[src/lru_variable_size_pool_cache_macros.svh]
// Assertion macros for the LRU variable size pool cache.
`ifndef LRU_VARIABLE_SIZE_POOL_CACHE_MACROS_SVH
`define LRU_VARIABLE_SIZE_POOL_CACHE_MACROS_SVH

// Clocked check, muted while reset is applied.
`define LVC_CHECK(lbl, prop, msg) \
  lbl: assert property (@(posedge clk) disable iff (!rst_n) prop) else $error(msg);

// Implication check on the clock, muted while reset is applied.
`define LVC_IMPLY(lbl, pre, post, msg) \
  lbl: assert property (@(posedge clk) disable iff (!rst_n) (pre) |-> (post)) \
    else $error(msg);

`endif

[src/lvc_pkg.sv]
// Package: types and constants of the LRU variable size pool cache.
`default_nettype none
package lvc_pkg;
  localparam int SLOTS = 8;
  localparam int SW = 3;
  localparam int KEY_BITS_DEF = 64;
  localparam logic [17:0] POOL_MAX_BYTES = 18'd131072;
  localparam logic [17:0] POOL_RESET = 18'd1024;
  localparam logic [17:0] MAXOBJ_RESET = 18'd512;

  typedef enum logic [1:0] {
    ACT_LOOKUP = 2'd0,
    ACT_INSERT = 2'd1,
    ACT_INVAL  = 2'd2,
    ACT_CLEAR  = 2'd3
  } action_t;

  typedef enum logic [1:0] {
    ST_OK     = 2'd0,
    ST_MISS   = 2'd1,
    ST_REJECT = 2'd2
  } status_t;

  typedef enum logic {
    REG_POOL   = 1'b0,
    REG_MAXOBJ = 1'b1
  } cfg_reg_t;

  typedef struct packed {
    logic clr;
    logic en;
  } scan_ctl_t;
endpackage
`default_nettype wire

[src/lvc_scan.sv]
// Shared compare unit: tracks the first or smallest qualifying slot over a scan.
`default_nettype none
module lvc_scan
  import lvc_pkg::*;
(
  input  wire logic          clk,
  input  wire logic          rst_n,
  input  wire scan_ctl_t     ctl,
  input  wire logic          cand_ok,
  input  wire logic [31:0]   cand_val,
  input  wire logic [SW-1:0] cand_idx,
  output logic               found,
  output logic [SW-1:0]      best_idx
);
  logic          found_r;
  logic [SW-1:0] best_idx_r;
  logic [31:0]   best_val_r;
  logic          have;
  logic          take;

  assign have = ctl.clr ? 1'b0 : found_r;
  assign take = cand_ok && (!have || (cand_val < best_val_r));

  always_ff @(posedge clk) begin
    if (!rst_n) begin
      found_r <= 1'b0;
    end else if (ctl.en) begin
      found_r <= have || take;
      if (take) begin
        best_idx_r <= cand_idx;
        best_val_r <= cand_val;
      end
    end
  end

  assign found    = found_r;
  assign best_idx = best_idx_r;
endmodule
`default_nettype wire

[src/lru_variable_size_pool_cache.sv]
// Top level of the LRU variable size pool cache metadata engine.
`default_nettype none
`include "lru_variable_size_pool_cache_macros.svh"
// One request is taken while busy is low; busy stays high until its final
// result is driven. Every slot scan walks the eight slots one per cycle
// through one shared compare unit, then takes a closing step. A lookup
// makes one scan; an insert makes one scan per eviction and, when evictions
// force a repack, repacks with one scan per surviving entry and a closing
// scan, as does an invalidate of a valid slot. Results come out as one-cycle
// out_strobe beats (move commands, then the final result with out_last) and
// cannot be stalled. cfg_ready is always high; write configuration only
// while busy is low.
module lru_variable_size_pool_cache
  import lvc_pkg::*;
#(
  parameter int KEY_BITS = KEY_BITS_DEF
) (
  input  wire logic        clk,
  input  wire logic        rst_n,
  input  wire logic        start,
  output logic             busy,
  input  wire logic [1:0]  in_action,
  input  wire logic [63:0] in_obj_key,
  input  wire logic [17:0] in_obj_length,
  input  wire logic [31:0] in_now_tick,
  input  wire logic [2:0]  in_target_slot,
  output logic             out_strobe,
  output logic             out_kind,
  output logic [1:0]       out_status,
  output logic [2:0]       out_slot,
  output logic [16:0]      out_offset,
  output logic [16:0]      out_src_offset,
  output logic [17:0]      out_length,
  output logic [31:0]      out_hit_count,
  output logic [31:0]      out_miss_count,
  output logic [17:0]      out_bytes_used,
  output logic             out_last,
  input  wire logic        cfg_valid,
  output logic             cfg_ready,
  input  wire logic [0:0]  cfg_index,
  input  wire logic [17:0] cfg_data
);
  typedef enum logic [3:0] {
    S_IDLE, S_SCAN, S_SCAN_END, S_INS_CHK, S_EV_TEST, S_FREE_TEST, S_PLACE, S_FINAL
  } state_t;
  typedef enum logic [1:0] {P_LOOK, P_EVICT, P_EVONE, P_REPACK} purpose_t;

  state_t        state_r;
  purpose_t      purp_r;
  logic [SW-1:0] idx_r;
  logic [17:0]   pool_r, maxobj_r;
  logic [SLOTS-1:0] valid_r, done_r;
  logic [KEY_BITS-1:0] key_mem [SLOTS];
  logic [16:0]   off_mem [SLOTS];
  logic [17:0]   len_mem [SLOTS];
  logic [31:0]   tick_mem [SLOTS];
  logic [17:0]   used_r, wr_r;
  logic [31:0]   hits_r, miss_r;
  action_t       act_r;
  logic [KEY_BITS-1:0] key_r;
  logic [17:0]   len_r;
  logic [31:0]   tick_r;
  logic          evicted_r;
  logic [SW-1:0] sel_r;
  logic [1:0]    st_r;
  logic [SW-1:0] rslot_r;
  logic [16:0]   roff_r;
  logic [17:0]   rlen_r;

  scan_ctl_t     sctl;
  logic          cand_ok;
  logic [31:0]   cand_val;
  logic          s_found;
  logic [SW-1:0] s_idx;
  logic [17:0]   pool_eff;
  logic [18:0]   need;
  logic          any_free;
  logic [SW-1:0] free_idx;

  assign pool_eff = (pool_r > POOL_MAX_BYTES) ? POOL_MAX_BYTES : pool_r;
  assign need = {1'b0, used_r} + {1'b0, len_r};
  assign busy = (state_r != S_IDLE);
  assign cfg_ready = 1'b1;

  always_comb begin
    any_free = 1'b0;
    free_idx = '0;
    for (int i = SLOTS - 1; i >= 0; i--) begin
      if (!valid_r[i]) begin
        any_free = 1'b1;
        free_idx = SW'(i);
      end
    end
  end

  always_comb begin
    sctl.en  = (state_r == S_SCAN);
    sctl.clr = (idx_r == '0);
    case (purp_r)
      P_LOOK: begin
        cand_ok  = valid_r[idx_r] && (key_mem[idx_r] == key_r);
        cand_val = '0;
      end
      P_REPACK: begin
        cand_ok  = valid_r[idx_r] && !done_r[idx_r];
        cand_val = {15'd0, off_mem[idx_r]};
      end
      default: begin
        cand_ok  = valid_r[idx_r];
        cand_val = tick_mem[idx_r];
      end
    endcase
  end

  lvc_scan u_scan (
    .clk(clk), .rst_n(rst_n), .ctl(sctl), .cand_ok(cand_ok), .cand_val(cand_val),
    .cand_idx(idx_r), .found(s_found), .best_idx(s_idx)
  );

  always_ff @(posedge clk) begin
    if (!rst_n) begin
      state_r    <= S_IDLE;
      purp_r     <= P_LOOK;
      idx_r      <= '0;
      valid_r    <= '0;
      done_r     <= '0;
      used_r     <= '0;
      hits_r     <= '0;
      miss_r     <= '0;
      pool_r     <= POOL_RESET;
      maxobj_r   <= MAXOBJ_RESET;
      out_strobe <= 1'b0;
      evicted_r  <= 1'b0;
    end else begin
      out_strobe <= 1'b0;
      if (cfg_valid && cfg_ready) begin
        case (cfg_reg_t'(cfg_index))
          REG_POOL:   pool_r   <= cfg_data;
          REG_MAXOBJ: maxobj_r <= cfg_data;
          default:    pool_r   <= pool_r;
        endcase
      end
      case (state_r)
        S_IDLE: begin
          if (start) begin
            act_r     <= action_t'(in_action);
            key_r     <= in_obj_key[KEY_BITS-1:0];
            len_r     <= in_obj_length;
            tick_r    <= in_now_tick;
            st_r      <= ST_OK;
            rslot_r   <= '0;
            roff_r    <= '0;
            rlen_r    <= '0;
            evicted_r <= 1'b0;
            idx_r     <= '0;
            case (action_t'(in_action))
              ACT_LOOKUP: begin
                purp_r  <= P_LOOK;
                state_r <= S_SCAN;
              end
              ACT_INSERT: state_r <= S_INS_CHK;
              ACT_INVAL: begin
                rslot_r <= in_target_slot;
                if (valid_r[in_target_slot]) begin
                  roff_r  <= off_mem[in_target_slot];
                  rlen_r  <= len_mem[in_target_slot];
                  valid_r[in_target_slot] <= 1'b0;
                  used_r  <= used_r - len_mem[in_target_slot];
                  purp_r  <= P_REPACK;
                  done_r  <= '0;
                  wr_r    <= '0;
                  state_r <= S_SCAN;
                end else begin
                  state_r <= S_FINAL;
                end
              end
              default: begin
                valid_r <= '0;
                used_r  <= '0;
                state_r <= S_FINAL;
              end
            endcase
          end
        end
        S_SCAN: begin
          idx_r <= idx_r + SW'(1);
          if (idx_r == SW'(SLOTS - 1)) begin
            state_r <= S_SCAN_END;
          end
        end
        S_SCAN_END: begin
          idx_r <= '0;
          case (purp_r)
            P_LOOK: begin
              if (s_found) begin
                tick_mem[s_idx] <= tick_r;
                hits_r  <= hits_r + 32'd1;
                rslot_r <= s_idx;
                roff_r  <= off_mem[s_idx];
                rlen_r  <= len_mem[s_idx];
              end else begin
                miss_r <= miss_r + 32'd1;
                st_r   <= ST_MISS;
              end
              state_r <= S_FINAL;
            end
            P_REPACK: begin
              if (s_found) begin
                done_r[s_idx] <= 1'b1;
                if (off_mem[s_idx] != wr_r[16:0]) begin
                  out_strobe     <= 1'b1;
                  out_kind       <= 1'b0;
                  out_last       <= 1'b0;
                  out_status     <= ST_OK;
                  out_slot       <= s_idx;
                  out_offset     <= wr_r[16:0];
                  out_src_offset <= off_mem[s_idx];
                  out_length     <= len_mem[s_idx];
                  out_hit_count  <= hits_r;
                  out_miss_count <= miss_r;
                  out_bytes_used <= (act_r == ACT_INSERT) ? used_r + len_r : used_r;
                  off_mem[s_idx] <= wr_r[16:0];
                end
                wr_r    <= wr_r + len_mem[s_idx];
                state_r <= S_SCAN;
              end else begin
                state_r <= (act_r == ACT_INSERT) ? S_PLACE : S_FINAL;
              end
            end
            default: begin
              if (s_found) begin
                valid_r[s_idx] <= 1'b0;
                used_r    <= used_r - len_mem[s_idx];
                evicted_r <= 1'b1;
              end
              state_r <= (purp_r == P_EVICT && s_found) ? S_EV_TEST : S_FREE_TEST;
            end
          endcase
        end
        S_INS_CHK: begin
          if (len_r == '0 || len_r > maxobj_r || len_r > pool_eff) begin
            st_r    <= ST_REJECT;
            state_r <= S_FINAL;
          end else begin
            state_r <= S_EV_TEST;
          end
        end
        S_EV_TEST: begin
          if (need > {1'b0, pool_eff}) begin
            purp_r  <= P_EVICT;
            state_r <= S_SCAN;
          end else begin
            state_r <= S_FREE_TEST;
          end
        end
        S_FREE_TEST: begin
          if (any_free) begin
            sel_r <= free_idx;
            if (evicted_r) begin
              purp_r  <= P_REPACK;
              done_r  <= '0;
              wr_r    <= '0;
              state_r <= S_SCAN;
            end else begin
              state_r <= S_PLACE;
            end
          end else begin
            purp_r  <= P_EVONE;
            state_r <= S_SCAN;
          end
        end
        S_PLACE: begin
          valid_r[sel_r]  <= 1'b1;
          key_mem[sel_r]  <= key_r;
          off_mem[sel_r]  <= used_r[16:0];
          len_mem[sel_r]  <= len_r;
          tick_mem[sel_r] <= tick_r;
          used_r          <= used_r + len_r;
          rslot_r         <= sel_r;
          roff_r          <= used_r[16:0];
          rlen_r          <= len_r;
          state_r         <= S_FINAL;
        end
        S_FINAL: begin
          out_strobe     <= 1'b1;
          out_kind       <= 1'b1;
          out_last       <= 1'b1;
          out_status     <= st_r;
          out_slot       <= rslot_r;
          out_offset     <= roff_r;
          out_src_offset <= '0;
          out_length     <= rlen_r;
          out_hit_count  <= hits_r;
          out_miss_count <= miss_r;
          out_bytes_used <= used_r;
          state_r        <= S_IDLE;
        end
        default: state_r <= S_IDLE;
      endcase
    end
  end

  `LVC_IMPLY(a_take_busy, start && !busy, ##1 busy, "accepted request must raise busy")
  `LVC_IMPLY(a_last_kind, out_strobe && out_last, out_kind, "final beat must be a result")
  `LVC_CHECK(a_used_max, used_r <= POOL_MAX_BYTES, "pool usage above maximum")
endmodule
`default_nettype wire

[config.mk]
export PLATFORM = sky130hd
export DESIGN_NAME = lru_variable_size_pool_cache
export DESIGN_NICKNAME = d
export VERILOG_FILES = /design/src/lvc_pkg.sv /design/src/lvc_scan.sv /design/src/lru_variable_size_pool_cache.sv
export VERILOG_INCLUDE_DIRS = /design/src /design/src/src
export SDC_FILE = /design/constraint.sdc
export NUM_CORES = 2
export LEC_CHECK = 0
export ABC_CLOCK_PERIOD_IN_PS = 14800
export BUFFER_PORTS_ARGS = -buffer_cell sky130_fd_sc_hd__buf_2
export CAP_MARGIN = 20
export CORE_MARGIN = 4
export CORE_UTILIZATION = 55
export CTS_BUF_LIST = sky130_fd_sc_hd__clkbuf_8
export DETAILED_ROUTE_END_ITERATION = 12
export PLACE_DENSITY = 0.69
export SYNTH_ARGS = -nofsm -noshare
export SYNTH_HDL_FRONTEND = slang
export SYNTH_SLANG_ARGS = --single-unit
[constraint.sdc]
create_clock -name clk -period 14.8 [get_ports clk]
set_input_delay 0.74 -clock clk [delete_from_list [all_inputs] [get_ports clk]]
set_output_delay 0.74 -clock clk [all_outputs]
set_load 0.03 [all_outputs]
# Word level (Yosys, flattened, before mapping)
# Memory sizes are Yosys's and may differ from the RTL's. A register that Yosys moved wholly into a read port is not among the register bits.
# Cells that the tools add are included.
# word_totals
memories	4
ramBits	1048
in_bits	142
ff_bits	498
word_cells	323
output_inout_bits	144
# classes
addsub	8
mux	173
n_reduce_logical	49
n_bitwise	8
n_eq_ne	33
n_lt_le_gt_ge	12
# mem_list
memory	words	width	read_ports	rd_ports_with_merged_regs	wr	line_no	rtl
key_mem	8	64	1	1	1	lru_variable_size_pool_cache.sv:53	logic [KEY_BITS-1:0] key_mem [SLOTS];
tick_mem	8	32	1	1	1	lru_variable_size_pool_cache.sv:56	logic [31:0] tick_mem [SLOTS];
len_mem	8	18	2	1	1	lru_variable_size_pool_cache.sv:55	logic [17:0] len_mem [SLOTS];
off_mem	8	17	3	2	1	lru_variable_size_pool_cache.sv:54	logic [16:0] off_mem [SLOTS];
# ops
op	count
$mux 18	24
$mux 32	7
$mux 17	12
$pmux 32 s2	3
$pmux 18 s3	3
$pmux 18 s2	3
$mux 8	11
$mux 3	26
$pmux 17 s2	2
$add 32x1->32 const B	2
$eq 64x64->1	1
$pmux 17 s3	1
$pmux 8 s3	2
$mux 1	40
$add 18x18->18	2
$gt 18x18->1	2
$sub 18x18->18	2
$lt 32x32->1	1
$reduce_or 32->1	1
$mux 2	15
$pmux 4 s7	1
$pmux 3 s3	3
$ne 2x2->1 const B	12
$add 18x18->19	1
other kinds (46)	106

# Logic depth before layout (Yosys ltp)
# depth
ltp_word	10
depth_mapped	22
depth_no_buf	21

# Cells and area by module
# From an unflattened synthesis, not the netlist that was laid out.
# hier_totals
cells_unflattened	4374
area_unflattened_um2	67178.2
# by_module_without_submodules
module	n_inst	cells_each	area_per_inst_um2	seq_area_each_um2
lru_variable_size_pool_cache	1	4217	65277.6	43902.1
lvc_scan	1	157	1900.6	1071.0

# Worst setup path after synthesis
# OpenSTA, ideal clock, no wires.
# synth_timing
path_type	input -> register
from	input port rst_n
to	memory key_mem[0][0] (netlist name), enable pin
required_ns	14.076
setup_ns	0.724
n_path_buf	3
stages	5
setup_slack_ns	4.792
arrival_time_ns	9.284
cell_sequence	clkbuf_1 -> nand2_1 -> clkbuf_1 -> clkbuf_1 -> nor4_1
# synth_via
elab_chain_cells	2
# synth_lines
item	line_no	rtl
start, declared	lru_variable_size_pool_cache.sv:19	input wire logic rst_n,
$mux 1	lru_variable_size_pool_cache.sv:121	if (!rst_n) begin
$mux 1 (not written as such)	lru_variable_size_pool_cache.sv:274	key_mem[sel_r] <= key_r;
end, declared	lru_variable_size_pool_cache.sv:53	
# Every way passes these cells.

==> flow_metrics.py <==
metrics = {
    "global_routing": {
        "gr-total-overflow": 0,
        "grt_pass1_vias": 40800,
        "grt_pass1_wl_mm": 255,
        "grt_max_degree": 118,
        "antenna_found_initial": 7,
        "grt_usage_pct": 26.6,
    },
    "placement": {
        "dp_hpwl_mm": 105,
        "dpl_cell_area_um2": 70900,
        "place.gp.congestion": 0.927,
        "place.port_buffers": 284,
    },
    "synthesis": {
        "yosysSeqAreaShare_pct": 66.7,
        "synthSimpleGateAreaFrac_pct": 6.08,
        "syn_area_um2": 67500,
        "synthAdderAreaFrac_pct": 3.06,
        "synth_seq_cells": 1550,
        "netlist_instances": 4343,
        "synthMuxAreaShare_pct": 12.6,
        "netlist-cell-type-count": 83,
        "synthFlopType": "edfxtp_1",
        "synthArstFlopShare_pct": 0,
        "synth_compound_area_share_pct": 7.05,
        "syn_area_per_cell_um2": 15.6,
        "synthXorXnorAreaFrac_pct": 2.42,
        "synth_top_family_by_area": "multiplexers",
        "synth_edf_count": 1399,
        "yosys_warnings": 0,
        "syn_nets": 4647,
    },
    "layout": {
        "fillers": 8878,
        "final_cell_mix": "1399 x edfxtp_1, 284 x buf_2, 277 x nand2_1",
        "final_common_cell": "edfxtp_1",
        "drive_above_1_share_pct": 21.4,
        "fin_area_um2": 76900,
        "finalNetCount": 5188,
        "areaGrowthSynthToFinish_pct": 13.9,
    },
    "critical_path": {
        "required_ns": 15.65,
        "path_class": "flop to flop",
        "end_kind": "flop",
        "critPathLaunchType": "flop",
        "r2r_setup_slack_ns": 8.75,
        "arrival_ns": 6.90,
        "critPathMaxFanout": 47,
    },
    "timing": {
        "slew_headroom_pct": 21.6,
        "worst_slew_pin_slew_ns": 1.17,
        "fin_tns_setup_ns": 0,
        "finalCriticalPeriod_ns": 6.05,
        "max_freq_mhz": 165,
        "rsz0062_at_grt": "no",
        "fin_crit_sh_pct": 40.9,
        "finClkSkew_ns": 0.0504,
        "setup_viol": 0,
        "maxSlewViolCount": 0,
        "finalHoldViolations": 0,
    },
    "floorplanning": {
        "ioPinCount": 286,
        "initial_core_util_pct": 55.4,
        "rows": 128,
        "core-area_um2": 122000,
        "die_y_um": 358,
        "die_area_um2": 128000,
        "die_w_um": 358,
    },
    "cts": {
        "numCtsBuffers": 239,
        "ctsResizeCount": 0,
        "clk_pin_slew_ns": 0.06,
        "cts_setup_buffers": 0,
        "ctsLongestPathBuffers": 3,
        "cts_sinks": 1550,
        "cts_tree": "yes",
        "root_buffer": "clkbuf_8",
        "cts_hold_buf": 132,
        "clock_latency_ns": 0.97,
        "cts-htree-levels": 4,
    },
    "route": {
        "vias": 41400,
        "firstDrtPassIters": 6,
        "routedWlPerCell_um": 25.5,
        "drc_errors": 0,
        "finalWirelength_mm": 171,
        "antenna_left": 0,
        "drt_iter0_drc": 4862,
        "vias_per_cell": 6.15,
    },
    "power": {
        "cellLeakagePower_nw": 26.0,
        "netSwitchingPower_w": 0.00323,
        "p_comb_share_pct": 19.6,
        "clockPowerShare_pct": 31.6,
        "power.density_nw_per_um2": 142,
        "switching_share_pct": 29.6,
        "seq_power_share_pct": 48.8,
        "p_int_w": 0.00768,
        "peakVddDrop_uv": 97.0,
    },
    "worst_hold_path": {
        "hp-class": "input pin to flop",
    },
    "run_status": {
        "status": "complete, no violations",
    },
    "run": {
        "cap_viol_max_count": 0,
    },
}
-- synth_stat cells (all sizes together), types with 7 or more instances --
library cell | number | area (um2)
edfxtp | 1399 | 42000
nand2 | 279 | 1050
mux4 | 262 | 5930
nor2 | 246 | 923
a21oi | 216 | 1080
mux2i | 164 | 1640
ha | 158 | 1980
dfxtp | 151 | 3020
o21ai | 136 | 681
clkbuf | 129 | 484
a22oi | 115 | 863
xnor2 | 115 | 1010
inv | 111 | 417
buf | 87 | 514
mux2 | 83 | 946
xor2 | 72 | 631
nand3 | 54 | 270
nor2b | 46 | 288
and3 | 42 | 263
o22ai | 42 | 263
nor3 | 40 | 221
a221oi | 38 | 333
nand4 | 36 | 231
a21o | 32 | 240
nor4 | 31 | 206
nand2b | 29 | 181
a22o | 23 | 201
or3 | 20 | 125
a31oi | 18 | 113
a41o | 18 | 180
a211oi | 16 | 125
and2 | 16 | 100
o211ai | 14 | 105
o21a | 9 | 67.6
nor3b | 7 | 57.6
-- cells by family (layout without fill, tap and decap cells) --
family          count (synthesis)  in the layout
xor+xnor                      187            187
compound gates                734            734
buf+inv                       328           1078
flops                        1550           1550
other cells                     1              8
mux                           509            509
simple gates                  871            871
fa+ha+maj                     163            163
-- critical path: stages, from the launching register on --
cell and delay (ns):
dfxtp_4 0.88, buf_4 0.65, buf_4 0.63, buf_4 0.66, mux4_2 0.59, mux2i_1 0.17, xnor2_1 0.08, nor4_1 0.39
nand4_1 0.21, nor4_2 0.34, a21oi_2 0.18, nor3_4 0.18, buf_4 0.49, mux2_4 0.34
-- flip-flops by register name, summed over array words and instances, names as in the netlist, 32 cells and up, named ones only --
name,cells
hits_r,32
key_mem,512
key_r,64
len_mem,144
miss_r,32
off_mem,136
out_hit_count,32
out_miss_count,32
tick_mem,256
tick_r,32
u_scan.best_val_r,32
-- worst paths after layout --
path                        endpoint    startpoint  cells past startpoint
setup / recovery                flop          flop                     13
hold / removal              act_r[0]  in_action[0]                      1
hold reg to reg   out_miss_count[31]    miss_r[31]                      0
setup reg to reg                flop          flop                     13
-- power by group through the flow --
stage / Clock (W) / Sequential [W] / Combinational, W
2_1_floorplan: 0 / 0.00527 / 0.00156
3_3_place_gp: 0 / 0.00540 / 0.00205
5_1_grt: 0.00372 / 0.00533 / 0.00233
6_report: 0.00345 / 0.00532 / 0.00214
3_5_place_dp: 0 / 0.00541 / 0.00207
4_1_cts: 0.00352 / 0.00532 / 0.00211
-- layout make-up --
class | instances | area, um2 | share of cell area (%)
clock buffer | 248 | 3410 | 4.44
inverter | 112 | 423 | 0.550
multi-input combinational | 2465 | 21300 | 27.6
clock inverter | 202 | 1240 | 1.61
tap | 1625 | 2030 | 2.64
antenna | 7 | 17.5 | 0.0228
sequential | 1550 | 45100 | 58.6
timing repair buffer | 516 | 3510 | 4.56
-- per-layer routing --
layer	GRT usage, %	share of wire (%)	wire, um
met1	37.6	41	69700
met2	40.7	46	78300
met3	5.91	9.9	17000
met4	10.3	3.7	6350
met5	0	0.016	27
-- per-stage QoR --
step | total power (W) | util, % | setup slack (ns) | instances | hold slack (ns)
after floorplan | 0.00683 | - | 4.79 | 4343 | 0.428
after global placement | 0.00745 | 58.2 | 8.73 | 6135 | 0.441
after detailed placement | 0.00748 | 58.2 | 8.67 | 6135 | 0.437
after CTS | 0.0109 | 63.1 | 8.66 | 6717 | 0.0390
after global routing | 0.0114 | 63.1 | 8.29 | 6721 | 0.0695
final | 0.0109 | 63.1 | 8.75 | 6725 | 0.124
Power figures use the tool's default switching activity.
